--- config.mk ---
export PLATFORM = sky130hd
export DESIGN_NAME = stbe_div
export DESIGN_NICKNAME = d
export VERILOG_FILES = /design/src/hdl/stbe_pkg.sv /design/src/hdl/stbe_div.sv
export SDC_FILE = /design/constraint.sdc
export NUM_CORES = 1
export LEC_CHECK = 0
export ABC_CLOCK_PERIOD_IN_PS = 22400
export BUFFER_PORTS_ARGS = -buffer_cell sky130_fd_sc_hd__buf_4
export CAP_MARGIN = 20
export CORE_ASPECT_RATIO = 1.4
export CORE_MARGIN = 8
export CORE_UTILIZATION = 35
export CTS_CLUSTER_SIZE = 30
export DETAILED_ROUTE_END_ITERATION = 10
export PLACE_DENSITY = 0.53
export RECOVER_POWER = 100
export SETUP_SLACK_MARGIN = 0.02
export SLEW_MARGIN = 20
export SYNTH_ARGS = -nofsm -noshare
export SYNTH_HDL_FRONTEND = slang
export SYNTH_SLANG_ARGS = --single-unit
export TNS_END_PERCENT = 50
--- constraint.sdc ---
create_clock -name clk -period 22.4 [get_ports clk]
set_input_delay 2.24 -clock clk [delete_from_list [all_inputs] [get_ports clk]]
set_output_delay 2.24 -clock clk [all_outputs]
set_load 0.02 [all_outputs]
--- src/hdl/stbe_pkg.sv ---
// ----------------------------------------------------------------------------
// stbe_pkg
// Opcodes, status codes, sequencer states and defaults shared by the
// stack bytecode execute unit.
// ----------------------------------------------------------------------------
package stbe_pkg;

  localparam int MEM_WORDS_DEF  = 4096;
  localparam int CODE_WORDS_DEF = 65536;

  typedef enum logic [5:0] {
    OP_LEA  = 6'd0,  OP_IMM  = 6'd1,  OP_JMP  = 6'd2,  OP_JSR  = 6'd3,
    OP_BZ   = 6'd4,  OP_BNZ  = 6'd5,  OP_ENT  = 6'd6,  OP_ADJ  = 6'd7,
    OP_LEV  = 6'd8,  OP_LI   = 6'd9,  OP_LC   = 6'd10, OP_SI   = 6'd11,
    OP_SC   = 6'd12, OP_PSH  = 6'd13, OP_OR   = 6'd14, OP_XOR  = 6'd15,
    OP_AND  = 6'd16, OP_EQ   = 6'd17, OP_NE   = 6'd18, OP_LT   = 6'd19,
    OP_GT   = 6'd20, OP_LE   = 6'd21, OP_GE   = 6'd22, OP_SHL  = 6'd23,
    OP_SHR  = 6'd24, OP_ADD  = 6'd25, OP_SUB  = 6'd26, OP_MUL  = 6'd27,
    OP_DIV  = 6'd28, OP_MOD  = 6'd29, OP_OPEN = 6'd30, OP_READ = 6'd31,
    OP_CLOS = 6'd32, OP_PRTF = 6'd33, OP_MALC = 6'd34, OP_FREE = 6'd35,
    OP_MSET = 6'd36, OP_MCMP = 6'd37, OP_EXIT = 6'd38
  } opcode_t;

  typedef enum logic [2:0] {
    ST_OK     = 3'd0,
    ST_HALTED = 3'd1,
    ST_UNSUP  = 3'd2,
    ST_UNKNOWN = 3'd3,
    ST_DIVZERO = 3'd4
  } status_t;

  typedef enum logic [3:0] {
    S_CLEAR, S_IDLE, S_EX1, S_EX2, S_MUL, S_DIV, S_DONE
  } state_t;

endpackage

--- src/hdl/stbe_div.sv ---
// ----------------------------------------------------------------------------
// stbe_div
// Signed 64-bit divider, restoring, one quotient bit per cycle.
// Truncating quotient, remainder takes the dividend's sign.
// ----------------------------------------------------------------------------
module stbe_div
  import stbe_pkg::*;
(
  input  logic        clk,
  input  logic        rst,
  input  logic        start,
  input  logic [63:0] dividend,
  input  logic [63:0] divisor,
  output logic        done,
  output logic [63:0] quo,
  output logic [63:0] rem
);

  logic        busy;
  logic [6:0]  cnt;
  logic [63:0] q;
  logic [63:0] r;
  logic [63:0] d;
  logic        neg_q;
  logic        neg_r;
  logic [64:0] trial;
  logic [64:0] diff;

  assign trial = {r, q[63]};
  assign diff  = trial - {1'b0, d};

  always_ff @(posedge clk) begin
    if (rst) begin
      busy <= 1'b0;
      done <= 1'b0;
      cnt  <= '0;
    end else begin
      done <= 1'b0;
      if (start) begin
        busy  <= 1'b1;
        cnt   <= 7'd0;
        q     <= dividend[63] ? -dividend : dividend;
        d     <= divisor[63] ? -divisor : divisor;
        r     <= '0;
        neg_q <= dividend[63] ^ divisor[63];
        neg_r <= dividend[63];
      end else if (busy) begin
        // shift one dividend bit into the partial remainder
        if (!diff[64]) begin
          r <= diff[63:0];
          q <= {q[62:0], 1'b1};
        end else begin
          r <= trial[63:0];
          q <= {q[62:0], 1'b0};
        end
        cnt <= cnt + 7'd1;
        if (cnt == 7'd63) begin
          busy <= 1'b0;
          done <= 1'b1;
        end
      end
    end
  end

  assign quo = neg_q ? -q : q;
  assign rem = neg_r ? -r : r;

endmodule
Word level (Yosys, flattened, before mapping)
Cells that the tools add are included.
{ "totals": {"register_bits": 203, "latch_bits": 0, "ramBits": 0, "mem_bits_ro": 0, "input_bits": 131, "out_inout_bits": 129, "word_cells": 37, "n_memories": 0} }
{ "classes": {"addsub": 6, "multipliers": 0, "n_div": 0, "n_lt_le_gt_ge": 0, "n_eq_ne": 1, "shift": 0, "mux": 13, "n_bitwise": 3, "reduce_logical": 5} }
{ "op_table": {"columns": ["cell", "count"], "rows": [
  ["64-bit 2-to-1 mux", 7],
  ["64-bit negation", 4],
  ["65-bit by 64-bit subtractor with 65-bit output", 1],
  ["63-bit 2-to-1 mux", 1],
  ["7-bit by 1-bit adder with 7-bit output (second input constant)", 1],
  ["7-bit by 6-bit == test with 1-bit output (second input constant)", 1],
  ["1-bit 2-to-1 mux", 5],
  ["2-bit AND reduction", 2],
  ["3-bit OR reduction", 1],
  ["1-bit NOT", 2],
  ["2-bit nonzero test", 1],
  ["2-bit OR reduction", 1],
  ["1-bit bitwise XOR", 1]
]} }

Longest topological paths before layout
{ "logic_depth": {"depth_word": 4, "depth_mapped": 16, "ltp_nobuf": 13} }

Worst setup path after synthesis
Ideal clock, no wire load.
{ "synth_path": {"kind": "input port to flip-flop", "startpoint": "input port start", "endpoint": "register q[0], enable pin", "arrival_time_ps": 8185, "required_time_ps": 21784, "path_slack_ps": 13599, "cell_stages": 4, "n_path_buf": 2, "path_cell_list": "clkbuf_1 -> clkbuf_1 -> nor2_1 -> nor2_1"} }
{ "synth_via": {"elab_chain_cells": 2} }
{ "synth_rtl": {"columns": ["element", "line_no", "source"], "rows": [
  ["start, declared", "stbe_div.sv:11", "input logic start,"],
  ["2-bit nonzero test (no source line)", null, null],
  ["2-bit AND reduction (no source line)", null, null],
  ["end signal, assigned", "stbe_div.sv:42", "q <= dividend[63] ? -dividend : dividend;"],
  ["end signal, assigned", "stbe_div.sv:51", "q <= {q[62:0], 1'b1};"],
  ["end signal, assigned", "stbe_div.sv:54", "q <= {q[62:0], 1'b0};"],
  ["end, declared", "stbe_div.sv:21", "logic [63:0] q;"]
]} }
No other way between the ends.
A chain may end at the register's enable or synchronous reset.

Worst setup path after layout
{ "layout_path": {"startpoint": "input port start", "endpoint": "register q[41], enable pin"} }
Same word-level chain as after synthesis.

==> impl_metrics.yaml <==
setup_path:
  timing.critical_path.required_ps: 22470
  worstPathMaxFanout: 65
  start_kind: "input pin"
  worst-setup-path-type: "input pin to flip-flop"
  crit_arrival_ps: 9290
  end_kind: "flip-flop"
logic_synthesis:
  yosys_warnings: 0
  synth_ff_type: "edfxtp_1"
  ys_ff_latch: 203
  synth.distinct_cells: 73
  synthTopCellsByArea: "edfxtp_1, xnor2_1, o21ai_0"
  ys_seq_area_frac: 0.341
  synth_common_cells: "xnor2_1, o21ai_0, a21oi_1, edfxtp_1, nand2_1"
  synth.most_common_cell: "xnor2_1"
  synth_nets: 2249
  synth_edf_count: 194
  async_reset_ff_frac: 0
  syn_avg_cell_area_sq_um: 8.59
  yosysTopAreaCell: "edfxtp_1"
  synth_top_area_frac: 0.331
  synth_area_sq_um: 17600
  syn_inst: 2048
clock_network:
  clk_latency_ps: 560
  cts.hold.buffers_added: 0
  root_buffer: "clkbuf_16"
  cts_max_path_buffers: 3
  htree_levels: 1
  cts_tree: "yes"
  cts.sinks: 203
  cts_setup_buffers: 0
  clkTransAtPathRegs_ps: 60
  cts_resized: 0
  numCtsBuffers: 26
global_route:
  gr-usage-met1: 0.231
  gr-total-overflow: 0
  grt_max_degree: 69
  gr-usage-met3: 0.0435
  grt.busiest_layer: "met2"
  grt_pass1_vias: 16446
  antenna_found_initial: 11
  grt_use_met2: 0.388
  grt_first_pass_wirelength_um: 95000
  grt_util_all_layers: 0.206
final_layout:
  nets: 2432
  area_delta_synth_final_pct: 15.1
  fillCellCount: 5063
  drive_gt1_frac: 0.104
  regArea_sq_um: 6010
  multi_input_area_sq_um: 10700
detailed_routing:
  wl_per_cell_um: 21.2
  drt-vias-per-instance: 5.61
  wirelength_um: 61500
  drtAntennaViolNets: 0
  vias: 16249
  drc_errors: 0
  drt_iter0_markers: 999
  first_pass_iters: 5
timing:
  maxSlewViolCount: 566
  fin_tns_setup_ps: 0
  rsz0062_at_grt: "no"
  worst_slack_ps: 13190
  hold_viol_final: 0
  setup_violations: 0
  fin_crit_sh: 0.411
  relSlewSlack: -1.72
  finClkSkew_ps: 14.1
  fmax_mhz: 109
  fin_crit_ps: 9210
  tightest_slew_ps: 4070
floorplanning:
  die_h_um: 281
  rows: 97
  start_util: 0.353
  dieArea_sq_um: 57800
  num_io_pins: 260
  die_x_um: 205
  core_sq_um: 49900
placed_design:
  hpwlAfterDp_um: 48200
  pre_cts_ws_ps: 15630
  gp_congestion: 0.937
  numPortBuffers: 259
status:
  status: "finished, violations left"
  violations: "max-capacitance violations, max-slew violations"
power:
  vdd_drop_max_uv: 60.2
  leakagePower_uw: 0.00709
  power_density_nw_per_um2: 71.0
job:
  maxCapViolCount: 10
hold_path:
  min_path_type: "flip-flop to flip-flop"
## stage by stage
step                       util  instance area (sq um)  hold WS, ps  power, uW  std cells
after detailed placement  0.400                  20000          460       1060       2846
final                     0.406                  20300          476       1440       2899
after global placement    0.400                  20000          462       1060       2846
after global routing      0.406                  20200          496       1520       2896
after floorplan               -                  17600          434        863       2048
after CTS                 0.417                  20800          473       1480       2894
## cell usage in the layout, fill, tap and decap left out, drive strengths merged, types with 9 or more instances in the layout
cell type / instances
nor4: 22
a21o: 21
o41ai: 26
and3: 9
ha: 69
a211oi: 14
nand2: 146
nand4: 37
or4: 35
xor2: 76
o31ai: 80
clkinv: 14
nor3: 37
nand2b: 20
nand3: 67
nor2: 122
nor2b: 9
dfxtp: 9
a21oi: 194
o21ai: 201
or2: 25
o21bai: 17
or3: 75
buf: 134
mux2: 23
inv: 92
clkbuf: 170
edfxtp: 194
xnor2: 224
## logic make-up (layout without fill, tap and decap cells)
group | after synthesis | after routing | share of synthesized area
and+or+nand+nor | 633 | 633 | 0.187
AOI/OAI and AO/OA | 604 | 604 | 0.206
xor gates and xnor gates | 300 | 300 | 0.149
buffers and inverters | 210 | 413 | 0.0482
DFF | 203 | 203 | 0.341
adders and majority gates | 70 | 70 | 0.0502
muxes | 28 | 28 | 0.0176
other | 0 | 5 | 0
## layout make-up
type / instances / area share
multi-input cells: 1635 / 0.530
diodes: 5 / 0.000618
repair buffers: 272 / 0.0753
clock buffers: 32 / 0.0343
clock inverters: 16 / 0.00612
flip-flops and latches: 203 / 0.297
well taps: 643 / 0.0397
inverters: 93 / 0.0172
## power by group
group	internal (uW)	leakage [uW]	switching, uW
clock	241	0.000402	171
combinational	194	0.00477	332
sequential	465	0.00192	33.7
## worst max-delay path, stage by stage
cell      delay [ps]
clkbuf_1        1180
nor2_1           230
nor2_4           140
clkbuf_1        2630
clkbuf_1        2750
## registers in the layout (all words and copies together), names as in the netlist
register,count
d,64
busy,1
cnt,7
done,1
r,64
q,64
neg_r,1
neg_q,1
## routing by layer
layer  wire length, um  vias up  share of wire
met4              1420       12          0.023
met3              3770       88          0.061
met5                76        -         0.0012
met1             24100     7756           0.39
met2             32100      500           0.52
li1                  -     7893              -
## worst paths after layout
path          start    end  slack (ps)  depth (start not counted)
max reg2reg    busy  q[41]       15710                          4
max           start  q[41]       13190                          5
min reg2reg  cnt[6]   done         480                          1
min          cnt[6]   done         480                          1
No activity file was read; power rests on OpenSTA's default activity.
